File: config.mk
export PLATFORM = sky130hd
export DESIGN_NAME = sbd_regs
export DESIGN_NICKNAME = d
export VERILOG_FILES = /design/src/sv/sbd_pkg.sv /design/src/sv/sbd_regs.sv
export SDC_FILE = /design/constraint.sdc
export NUM_CORES = 1
export LEC_CHECK = 0
export ABC_AREA = 0
export BUFFER_PORTS_ARGS = -buffer_cell sky130_fd_sc_hd__buf_2
export CAP_MARGIN = 30
export CORE_MARGIN = 4
export CORE_UTILIZATION = 50
export CTS_CLUSTER_DIAMETER = 150
export DETAILED_ROUTE_END_ITERATION = 8
export PLACE_DENSITY = 0.82
export SLEW_MARGIN = 20
export SYNTH_ARGS = -nofsm -noshare
export SYNTH_HDL_FRONTEND = slang
export SYNTH_SLANG_ARGS = --single-unit
File: constraint.sdc
create_clock -name clk -period 2.7 [get_ports clk]
set_clock_uncertainty 0.1 [all_clocks]
set_input_delay 0 -clock clk [delete_from_list [all_inputs] [get_ports clk]]
set_output_delay 0 -clock clk [all_outputs]
set_load 0.01 [all_outputs]
File: src/sv/sbd_pkg.sv
`timescale 1ns / 1ps
// sbd_pkg: shared types and constants for the spectral beat detector.
// Depends on nothing; used by every module of the block except sbd_div.
package sbd_pkg;

	localparam int unsigned HISTORY_DEPTH_DEF = 64;
	localparam int unsigned FFT_BINS_DEF      = 512;
	localparam int unsigned MAX_CHANNELS_DEF  = 8;

	localparam int unsigned APB_AW = 5;
	localparam int unsigned APB_DW = 32;

	localparam int unsigned SUMW = 29;
	localparam int unsigned BINW = 13;
	localparam int unsigned DVW  = 14;

	localparam logic [SUMW-1:0]   SUM_MAX  = '1;
	localparam logic signed [21:0] THR_BASE = 22'sd101581;
	localparam logic signed [21:0] THR_MIN  = -22'sd1048576;

	typedef enum logic [2:0] {
		REG_BASS_LO  = 3'd0,
		REG_BASS_HI  = 3'd1,
		REG_MID_LO   = 3'd2,
		REG_MID_HI   = 3'd3,
		REG_HIST_LEN = 3'd4,
		REG_CHAN     = 3'd5,
		REG_BASS_OFF = 3'd6,
		REG_MID_OFF  = 3'd7
	} reg_idx_t;

	typedef struct packed {
		logic [8:0]  bass_lo;
		logic [9:0]  bass_hi;
		logic [8:0]  mid_lo;
		logic [9:0]  mid_hi;
		logic [6:0]  hist_len;
		logic [3:0]  chan;
		logic [15:0] bass_off;
		logic [15:0] mid_off;
	} cfg_t;

	typedef enum logic [2:0] {
		DIV_EB = 3'd0,
		DIV_EM = 3'd1,
		DIV_MB = 3'd2,
		DIV_MM = 3'd3,
		DIV_VB = 3'd4,
		DIV_VM = 3'd5
	} div_sel_t;

	typedef struct packed {
		logic     div_start;
		div_sel_t div_sel;
		logic     walk_start;
		logic     walk_var;
		logic     thr_en;
		logic     mul_en;
		logic     push;
	} cmd_t;

	typedef struct packed {
		logic div_done;
		logic walk_done;
		logic hist_empty;
		logic out_free;
	} stat_t;

endpackage

File: src/sv/sbd_regs.sv
`timescale 1ns / 1ps
// sbd_regs: APB configuration registers of the beat detector.
// Depends on sbd_pkg.
module sbd_regs (
	input  logic                          clk,
	input  logic                          arst_n,
	input  logic                          psel,
	input  logic                          penable,
	input  logic                          pwrite,
	input  logic [sbd_pkg::APB_AW-1:0]    paddr,
	input  logic [sbd_pkg::APB_DW-1:0]    pwdata,
	output logic [sbd_pkg::APB_DW-1:0]    prdata,
	output logic                          pready,
	output sbd_pkg::cfg_t                 cfg
);

	sbd_pkg::cfg_t     cfg_q;
	sbd_pkg::reg_idx_t idx;
	logic              wr_en;

	assign idx    = sbd_pkg::reg_idx_t'(paddr[4:2]);
	assign wr_en  = psel & penable & pwrite;
	assign pready = 1'b1;
	assign cfg    = cfg_q;

	always_ff @(posedge clk or negedge arst_n) begin
		if (!arst_n) begin
			cfg_q.bass_lo  <= 9'd1;
			cfg_q.bass_hi  <= 10'd3;
			cfg_q.mid_lo   <= 9'd7;
			cfg_q.mid_hi   <= 10'd17;
			cfg_q.hist_len <= 7'd43;
			cfg_q.chan     <= 4'd2;
			cfg_q.bass_off <= 16'd3277;
			cfg_q.mid_off  <= 16'd328;
		end else if (wr_en) begin
			case (idx)
				sbd_pkg::REG_BASS_LO:  cfg_q.bass_lo  <= pwdata[8:0];
				sbd_pkg::REG_BASS_HI:  cfg_q.bass_hi  <= pwdata[9:0];
				sbd_pkg::REG_MID_LO:   cfg_q.mid_lo   <= pwdata[8:0];
				sbd_pkg::REG_MID_HI:   cfg_q.mid_hi   <= pwdata[9:0];
				sbd_pkg::REG_HIST_LEN: cfg_q.hist_len <= pwdata[6:0];
				sbd_pkg::REG_CHAN:     cfg_q.chan     <= pwdata[3:0];
				sbd_pkg::REG_BASS_OFF: cfg_q.bass_off <= pwdata[15:0];
				sbd_pkg::REG_MID_OFF:  cfg_q.mid_off  <= pwdata[15:0];
				default: ;
			endcase
		end
	end

	always_comb begin
		case (idx)
			sbd_pkg::REG_BASS_LO:  prdata = 32'(cfg_q.bass_lo);
			sbd_pkg::REG_BASS_HI:  prdata = 32'(cfg_q.bass_hi);
			sbd_pkg::REG_MID_LO:   prdata = 32'(cfg_q.mid_lo);
			sbd_pkg::REG_MID_HI:   prdata = 32'(cfg_q.mid_hi);
			sbd_pkg::REG_HIST_LEN: prdata = 32'(cfg_q.hist_len);
			sbd_pkg::REG_CHAN:     prdata = 32'(cfg_q.chan);
			sbd_pkg::REG_BASS_OFF: prdata = 32'(cfg_q.bass_off);
			sbd_pkg::REG_MID_OFF:  prdata = 32'(cfg_q.mid_off);
			default:               prdata = '0;
		endcase
	end

endmodule

==> summary.md <==
| Metric | Value |
|---|---|
| Synthesized netlist cell count | 291 |
| Setup TNS | 0 ns |
| Vias in the first global route | roughly 3100 |
| Antenna Nets Post-Route | 0 |
| CP max FO | 18 |
| GP Congestion | just under 0.8 |
| Async set-reset flop share out of synthesis | 100% |
| Number of nets in the layout | 471 |
| #FFs+latches synth | a little over 80 |
| Maximum clock frequency | between 0.5 and 0.6 GHz |
| Power density over the cells | between 700 and 800 nW/um^2 |
| Pin count of the biggest net entering global routing | ~80 |
| Hold Path Class | in2reg |
| H-Tree Depth | 3 |
| Total Power | 3.53 mW |
| Register-to-register setup slack | roughly 1.8 ns |
| DRC Markers | 0 |
| Fillers | between 500 and 600 |
| Final setup viols | 0 |
| Drt first-iter violations | 78 |
| CTS Buffer Depth | 2 |
| Core area | 7690 sq um |
| RSZ-0062 raised after global routing | no |
| Total congestion overflow | 0 |
| Critical setup path kind | in2out |
| Worst-Skew Late Latency | ~0.34 ns |
| Antenna fix cells | 0 |
| Number of post-CTS setup repair buffers | 0 |
| Routed via count | 2898 |
| Total clock sinks | slightly above 80 |
| Final Worst Setup Slack | 0.961 ns |
| Num CTS Buffers | 9 |
| Total track usage | a little over a fifth |
| Antenna violations before repair | 0 |
| Final worst path period need | 1.74 ns |
| Req. time, crit path | around 2.6 ns |
| Dpl ws | between 0.6 and 0.7 ns |
| Final Hold Vio Count | 0 |
| Die height | a little under 100 um |
| Synth Cell Area | roughly 3900 sq um |
| LEAKAGE | 2.49 nW |
| EDFF count, synth | 0 |
| Buffers on Ports | 120 |
| First-pass GRT wire length | about 16 mm |
| Die area | 9380 sq um |
| Syn_area_per_cell | 13.6 sq um |
| Most common flop cell mapped by yosys | dfrtp_1 |
| Share of cells above drive strength 1 | about 58% |
| Drt pass-1 iters | 5 |
| Placed cell area | 4570 sq um |
| Peak VDD IR | ~0.45 mV |
| Worst-path clk slew | around 0.08 ns |
| Fin Hold WS | ~0.12 ns |
| Post-synth cell types | 33 |
| Type of origin of the critical path | input pin |
| Max-Cap Viols | 0 |
| YS warnings | 0 |
| Worst rel slew slack | approximately 52% |
| Total routed wirelength | slightly below 10 mm |
| Initial Util | 51.4% |
| Final Cycle Share | between 60% and 70% |
| I/O pin count | around 160 |
| Final Cell Area | just under 5000 sq um |
| Max FFs per register | just over 80 |
| Die X | a little under 100 um |
| Via count normalized by instance count | approximately 5.4 |
| Arrival time worst endpoint | around 1.6 ns |
| Number of core rows | 32 |
| Post-synthesis sequential area ratio | between 50% and 60% |
| Slew @ Worst Pin | a little over 0.7 ns |
| Root Driver | clkbuf_8 |
| Wire per inst | 18.4 um |
| CTS tree | done |
| Setup crit end kind | primary output |
| Status | completed |
| Slew Viols, Final | 0 |
| Detail Placement HPWL | around 6.6 mm |
| P&R area growth vs syn | 25.3% |
path summary, 6_finish.rpt:
path,cells after the start,from,end
min,5,penable,cfg[32]$_DFFE_PN0P_
max,5,paddr[2],prdata[6]
min in group asynchronous,2,arst_n,cfg[45]$_DFFE_PN0P_
max in group asynchronous,2,arst_n,cfg[10]$_DFFE_PN0P_
min reg2reg,1,cfg[58]$_DFFE_PN0P_,cfg[58]$_DFFE_PN0P_
max reg2reg,1,cfg[57]$_DFFE_PN0P_,cfg[57]$_DFFE_PN0P_
cell usage in the layout, fill, tap and decap left out:
master and n:
a211oi_1 3, a21o_1 1, a21oi_1 4, a311oi_1 1
a31oi_1 2, buf_2 119, buf_4 6, buf_6 1
bufinv_16 1, clkbuf_8 10, clkinv_2 1, clkinv_4 2
clkinvlp_4 2, conb_1 17, dfrtp_1 58, dfstp_2 23
dlygate4sd3_1 17, inv_1 3, mux2_1 4, mux2_2 67
mux2_4 9, mux2i_1 25, mux4_2 3, nand2_1 7
nand2b_1 4, nand4_2 1, nand4b_4 1, nor2_1 15
nor2_2 3, nor2_4 2, nor2b_1 2, o21ai_0 3
o22a_1 4, o22ai_1 6, o31ai_1 2, o32a_1 1
o32ai_1 1, or3_1 3
power breakdown:
part | switching [mW] | internal [mW]
Combinational | 0.460 | 0.483
Clock | 0.452 | 0.454
Sequential | 0.180 | 1.50
what timing repair did:
item,CTS,global route
resized for setup,0,0
endpoints found under the hold margin,139,0
hold buffers,17,0
setup endpoints to repair,0,0
Yosys cell counts, drive strengths merged, types with 3 or more instances:
| master | instances | share of area, % |
|---|---|---|
| a211oi | 3 | 0.57 |
| a21oi | 4 | 0.51 |
| buf | 31 | 5.4 |
| dfrtp | 58 | 37 |
| dfstp | 23 | 15 |
| inv | 3 | 0.29 |
| mux2 | 80 | 24 |
| mux2i | 25 | 6.3 |
| mux4 | 3 | 1.7 |
| nand2 | 7 | 0.67 |
| nand2b | 4 | 0.63 |
| nor2 | 20 | 2.5 |
| o21ai | 3 | 0.38 |
| o22a | 4 | 0.89 |
| o22ai | 6 | 0.95 |
| or3 | 3 | 0.48 |
cell type report:
type                            instances  area, sq um  share of cell area (%)
Clock buffer                           10          138                    2.78
Clock inverter                          6         67.6                    1.37
Inverter                                3         11.3                   0.228
Multi-Input combinational cell        191         1730                    34.9
Sequential cell                        81         2060                    41.6
Tap cell                              102          128                    2.58
Timing Repair Buffer                  143          822                    16.6
critical path: stages:
cell,delay [ns]
buf_2,0.31
buf_4,0.35
mux4_2,0.54
mux2_2,0.28
buf_2,0.14
stage by stage:
| stage | util, % | std cells |
|---|---|---|
| global placement | 59.4 | 503 |
| detailed placement | 59.4 | 503 |
| floorplan | - | 306 |
| global route | 64.4 | 536 |
| CTS | 64.3 | 536 |
| finish | 64.4 | 536 |
routing by layer:
layer / GRT usage, % / up-vias / wire, um
li1: - / 1286 / -
met1: 27.2 / 1465 / 4190
met2: 35.0 / 124 / 4760
met3: 6.42 / 23 / 719
met4: 7.67 / 0 / 216
met5: 0 / - / 0
logic make-up after synthesis:
group	count (synthesis)	synth area share (%)
AOI/OAI and AO/OA	28	4.88
buffers and inverters	34	5.67
and+or+nand+nor	38	5.48
DFF	81	52.1
other	2	0.190
muxes	108	31.7
Note: power is estimated with default switching activity, not from simulation.
