==> config.mk <==
export PLATFORM = sky130hd
export DESIGN_NAME = sbd_ctrl
export DESIGN_NICKNAME = d
export VERILOG_FILES = /design/src/sv/sbd_pkg.sv /design/src/sv/sbd_ctrl.sv
export SDC_FILE = /design/constraint.sdc
export NUM_CORES = 1
export LEC_CHECK = 0
export BUFFER_PORTS_ARGS = -buffer_cell sky130_fd_sc_hd__buf_2
export CAP_MARGIN = 20
export CORE_MARGIN = 4
export CORE_UTILIZATION = 45
export DETAILED_ROUTE_END_ITERATION = 10
export GPL_TIMING_DRIVEN = 0
export PLACE_DENSITY = 0.68
export SYNTH_ARGS = -nofsm -noshare
export SYNTH_HDL_FRONTEND = slang
export SYNTH_SLANG_ARGS = --single-unit
==> constraint.sdc <==
create_clock -name clk -period 3 [get_ports clk]
set_clock_uncertainty 0.15 [all_clocks]
set_input_delay 0.6 -clock clk [delete_from_list [all_inputs] [get_ports clk]]
set_output_delay 0.6 -clock clk [all_outputs]
set_load 0.005 [all_outputs]
==> src/sv/sbd_pkg.sv <==
`timescale 1ns / 1ps
// sbd_pkg: shared types and constants for the spectral beat detector.
// Depends on nothing; used by every module of the block except sbd_div.
package sbd_pkg;

	localparam int unsigned HISTORY_DEPTH_DEF = 64;
	localparam int unsigned FFT_BINS_DEF      = 512;
	localparam int unsigned MAX_CHANNELS_DEF  = 8;

	localparam int unsigned APB_AW = 5;
	localparam int unsigned APB_DW = 32;

	localparam int unsigned SUMW = 29;
	localparam int unsigned BINW = 13;
	localparam int unsigned DVW  = 14;

	localparam logic [SUMW-1:0]   SUM_MAX  = '1;
	localparam logic signed [21:0] THR_BASE = 22'sd101581;
	localparam logic signed [21:0] THR_MIN  = -22'sd1048576;

	typedef enum logic [2:0] {
		REG_BASS_LO  = 3'd0,
		REG_BASS_HI  = 3'd1,
		REG_MID_LO   = 3'd2,
		REG_MID_HI   = 3'd3,
		REG_HIST_LEN = 3'd4,
		REG_CHAN     = 3'd5,
		REG_BASS_OFF = 3'd6,
		REG_MID_OFF  = 3'd7
	} reg_idx_t;

	typedef struct packed {
		logic [8:0]  bass_lo;
		logic [9:0]  bass_hi;
		logic [8:0]  mid_lo;
		logic [9:0]  mid_hi;
		logic [6:0]  hist_len;
		logic [3:0]  chan;
		logic [15:0] bass_off;
		logic [15:0] mid_off;
	} cfg_t;

	typedef enum logic [2:0] {
		DIV_EB = 3'd0,
		DIV_EM = 3'd1,
		DIV_MB = 3'd2,
		DIV_MM = 3'd3,
		DIV_VB = 3'd4,
		DIV_VM = 3'd5
	} div_sel_t;

	typedef struct packed {
		logic     div_start;
		div_sel_t div_sel;
		logic     walk_start;
		logic     walk_var;
		logic     thr_en;
		logic     mul_en;
		logic     push;
	} cmd_t;

	typedef struct packed {
		logic div_done;
		logic walk_done;
		logic hist_empty;
		logic out_free;
	} stat_t;

endpackage

==> src/sv/sbd_ctrl.sv <==
`timescale 1ns / 1ps
// sbd_ctrl: sequencer for band accumulation and the frame-end statistics.
// Depends on sbd_pkg.
module sbd_ctrl (
	input  logic           clk,
	input  logic           arst_n,
	input  logic           in_accept,
	input  logic           frame_last,
	input  sbd_pkg::stat_t st,
	output sbd_pkg::cmd_t  cmd,
	output logic           in_ready
);

	typedef enum logic [3:0] {
		S_IDLE, S_DIV_EB, S_DIV_EM, S_SUMW, S_DIV_MB, S_DIV_MM, S_VARW,
		S_DIV_VB, S_DIV_VM, S_THR, S_MUL, S_WAIT, S_PUSH
	} state_t;

	state_t        state_q;
	sbd_pkg::cmd_t cmd_q;
	logic          rdy_q;

	assign cmd      = cmd_q;
	assign in_ready = rdy_q;

	always_ff @(posedge clk or negedge arst_n) begin
		if (!arst_n) begin
			state_q <= S_IDLE;
			rdy_q   <= 1'b1;
			cmd_q   <= '0;
		end else begin
			cmd_q.div_start  <= 1'b0;
			cmd_q.walk_start <= 1'b0;
			cmd_q.thr_en     <= 1'b0;
			cmd_q.mul_en     <= 1'b0;
			cmd_q.push       <= 1'b0;
			case (state_q)
				S_IDLE: begin
					if (in_accept && frame_last) begin
						state_q         <= S_DIV_EB;
						rdy_q           <= 1'b0;
						cmd_q.div_start <= 1'b1;
						cmd_q.div_sel   <= sbd_pkg::DIV_EB;
					end
				end
				S_DIV_EB: begin
					if (st.div_done) begin
						state_q         <= S_DIV_EM;
						cmd_q.div_start <= 1'b1;
						cmd_q.div_sel   <= sbd_pkg::DIV_EM;
					end
				end
				S_DIV_EM: begin
					if (st.div_done) begin
						if (st.hist_empty) begin
							state_q <= S_WAIT;
						end else begin
							state_q          <= S_SUMW;
							cmd_q.walk_start <= 1'b1;
							cmd_q.walk_var   <= 1'b0;
						end
					end
				end
				S_SUMW: begin
					if (st.walk_done) begin
						state_q         <= S_DIV_MB;
						cmd_q.div_start <= 1'b1;
						cmd_q.div_sel   <= sbd_pkg::DIV_MB;
					end
				end
				S_DIV_MB: begin
					if (st.div_done) begin
						state_q         <= S_DIV_MM;
						cmd_q.div_start <= 1'b1;
						cmd_q.div_sel   <= sbd_pkg::DIV_MM;
					end
				end
				S_DIV_MM: begin
					if (st.div_done) begin
						state_q          <= S_VARW;
						cmd_q.walk_start <= 1'b1;
						cmd_q.walk_var   <= 1'b1;
					end
				end
				S_VARW: begin
					if (st.walk_done) begin
						state_q         <= S_DIV_VB;
						cmd_q.div_start <= 1'b1;
						cmd_q.div_sel   <= sbd_pkg::DIV_VB;
					end
				end
				S_DIV_VB: begin
					if (st.div_done) begin
						state_q         <= S_DIV_VM;
						cmd_q.div_start <= 1'b1;
						cmd_q.div_sel   <= sbd_pkg::DIV_VM;
					end
				end
				S_DIV_VM: begin
					if (st.div_done) begin
						state_q      <= S_THR;
						cmd_q.thr_en <= 1'b1;
					end
				end
				S_THR: begin
					state_q      <= S_MUL;
					cmd_q.mul_en <= 1'b1;
				end
				S_MUL: begin
					state_q <= S_WAIT;
				end
				S_WAIT: begin
					if (st.out_free) begin
						state_q    <= S_PUSH;
						cmd_q.push <= 1'b1;
					end
				end
				S_PUSH: begin
					state_q <= S_IDLE;
					rdy_q   <= 1'b1;
				end
				default: begin
					state_q <= S_IDLE;
					rdy_q   <= 1'b1;
				end
			endcase
		end
	end

endmodule

==> results_dict.tcl <==
set metrics [dict create \
    place.gp.congestion 0.851 \
    finalMaxSlewViolations 0 \
    wirelength_um 1760 \
    rsz0062_at_grt "false" \
    synth_top_area_share_pct 41.2 \
    initial_core_util_pct 50.1 \
    die_w_um 49.9 \
    grt_pass1_vias 665 \
    setup_slack_ns 0.955 \
    clock_latency_ns 0.29 \
    grt_busiest_layer "met2" \
    wire_per_inst_um 15.7 \
    yosys_warnings 0 \
    cts-root-buf "clkbuf_4" \
    synth.distinct_cells 36 \
    worstPathMaxFanout 7 \
    slowest_delay_ns 0.48 \
    crit_arrival_ns 2.08 \
    drive_above_1_share_pct 35.4 \
    cts-htree-levels 1 \
    cts_tree "built" \
    antenna_found_initial 0 \
    drt_pass1_iterations 4 \
    dpl_worst_slack_ns 0.889 \
    reg2regPathDepth 4 \
    cp-start-kind "register" \
    ys.flop_type "dfrtp_1" \
    rrSetupSlack_ns 0.95 \
    met2_usage_pct 26.2 \
    rows 14 \
    antenna_left 0 \
    final_hold_viol_count 0 \
    use_met3_pct 3.01 \
    dp_hpwl_um 1260 \
    min_path_type "input port to async pin" \
    cts_buffers 3 \
    cts_resized 0 \
    powerDensity_nw_per_um2 1090 \
    path_clk_slew_ns 0.09 \
    cts_num_sinks 14 \
    critPathSlowestCell "dfrtp_1" \
    drtIter0Drc 40 \
    power_leakage_nw 0.457 \
    ys_seq_elements 14 \
    peakVddDrop_mv 0.481 \
    use_met1_pct 21.4 \
    grt_max_degree 15 \
    synth_edf_count 0 \
    syn-num-nets 83 \
    nNetsFinal 105 \
    via_per_inst 6.19 \
    synth.avg_cell_area_um2 10.5 \
    timing.rr.start "state_q[2]$_DFFE_PN0P_" \
    path_cells "nor4_1, a21boi_0, or3_4, mux2_4" \
    grt_util_all_layers_pct 16.6 \
    synth_area_um2 790 \
    cp.required_ns 3.03 \
    io_buffers 17 \
    core_um2 1580 \
    overflow 0 \
    dieHeight_um 49.9 \
    end_kind "register" \
    grt_pass1_wl_um 3110 \
    synth_area_leader_cell "dfrtp_1" \
    synth_area_leaders "dfrtp_1 (41%), a2111oi_4 (3.5%), dfstp_2 (3.3%)" \
    netlist_instances 75 \
    status "completed" \
    die_area_um2 2490 \
    fin_crit_sh_pct 68.2 \
    crit_type "register to register" \
    r2r-end "state_q[0]$_DFFE_PN0P_" \
    setup-tns-final_ns 0 \
    async_flop_share_pct 100 \
    drc 0 \
    cts_setup_buffers 0 \
    finalSetupViolations 0 \
    clockBufferDepth 2 \
    maxCapViolations 0 \
    holdBufCountCts 0 \
    area_growth_pct 17.9 \
    clock.fmax_mhz 489 \
    synth.yosys.seq_area_share_pct 44.5 \
    tightest_slew_ns 0.458 \
    period_needed_ns 2.05 \
    n_antenna_cell 0 \
    relSlewSlack_pct 69.2 \
    io_pins 18 \
    vias 693 \
]
## area by class of cell
| class | count | area, µm² |
|---|---|---|
| Buffer | 4 | 28.8 |
| Clock buffer | 4 | 36.3 |
| Fill cell | 143 | 646 |
| Inverter | 5 | 18.8 |
| Multi-Input combinational cell | 52 | 390 |
| Sequential cell | 14 | 352 |
| Tap cell | 16 | 20.0 |
| Timing Repair Buffer | 17 | 85.1 |
## worst max-delay path, delay by kind of cell, from the launching register on
| kind | cells | cell delay, ns |
|---|---|---|
| multiplexers | 1 | 0.29 |
| AO/OA/AOI/OAI | 1 | 0.44 |
| AND/OR/NAND/NOR | 2 | 0.58 |
| flip-flops | 1 | 0.48 |
## layer usage
| layer | vias up | routed length, µm |
|---|---|---|
| met1 | 326 | 779 |
| met4 | 0 | 44 |
| met5 | - | 0 |
| met2 | 39 | 798 |
| li1 | 323 | - |
| met3 | 5 | 132 |
## per-stage QoR
stage          instances  hold slack, ns  util [%]  instance area (µm²)  power (W)
2_1_floorplan         75           0.154         -                  790   0.000733
6_report             112          0.0377      59.0                  931    0.00101
5_1_grt              112          0.0521      59.0                  931    0.00110
3_5_place_dp         108           0.312      56.7                  895   0.000866
4_1_cts              112          0.0413      59.0                  931    0.00101
3_3_place_gp         108           0.309      56.7                  895   0.000861
## worst max-delay path by stage
| stage | start | endpoint | cells past startpoint |
|---|---|---|---|
| global route | state_q[2]$_DFFE_PN0P_ | state_q[0]$_DFFE_PN0P_ | 4 |
| detailed placement | st[0] | state_q[0]$_DFFE_PN0P_ | 5 |
| floorplan | st[0] | state_q[0]$_DFFE_PN0P_ | 4 |
| CTS | state_q[2]$_DFFE_PN0P_ | state_q[0]$_DFFE_PN0P_ | 4 |
| global placement | st[0] | state_q[0]$_DFFE_PN0P_ | 5 |
| finish | state_q[2]$_DFFE_PN0P_ | state_q[0]$_DFFE_PN0P_ | 4 |
## placed cells by master, fill, tap and decap left out, drive strengths merged, types with 3 or more instances in the layout
master / n
a21oi: 4
buf: 21
clkbuf: 4
dfrtp: 13
inv: 5
mux2: 3
nand2: 5
nand2b: 3
nor2: 3
o21ai: 4
## state kept, by name, summed over array words and instances (netlist names)
signal    cells
state_q       4
in_ready      1
cmd           9
## logic make-up after synthesis
| kind of cell | Yosys count | share of synthesized area, % |
|---|---|---|
| AND/OR/NAND/NOR | 25 | 19.0 |
| flip-flops | 14 | 44.5 |
| multiplexers | 3 | 4.75 |
| AO/OA/AOI/OAI | 23 | 24.6 |
| buffers and inverters | 9 | 6.02 |
| XOR/XNOR | 1 | 1.11 |
## where the power goes
part           total, W  internal (W)  switching (W)
combinational  0.000544      0.000267       0.000276
sequential     0.000329      0.000264      0.0000642
clock          0.000139     0.0000740      0.0000654
## synthesized netlist by cell type, drive strengths merged (2+ instances only)
cell,number
inv,5
nand2,5
or3,2
o41ai,2
nor4,2
nor2,3
buf,4
dfrtp,13
and3,2
a21oi,4
a21o,2
o21ai,4
o31ai,2
mux2,3
nand3,2
nand2b,3
nor3,2
No activity file was read; power rests on OpenSTA's default activity.
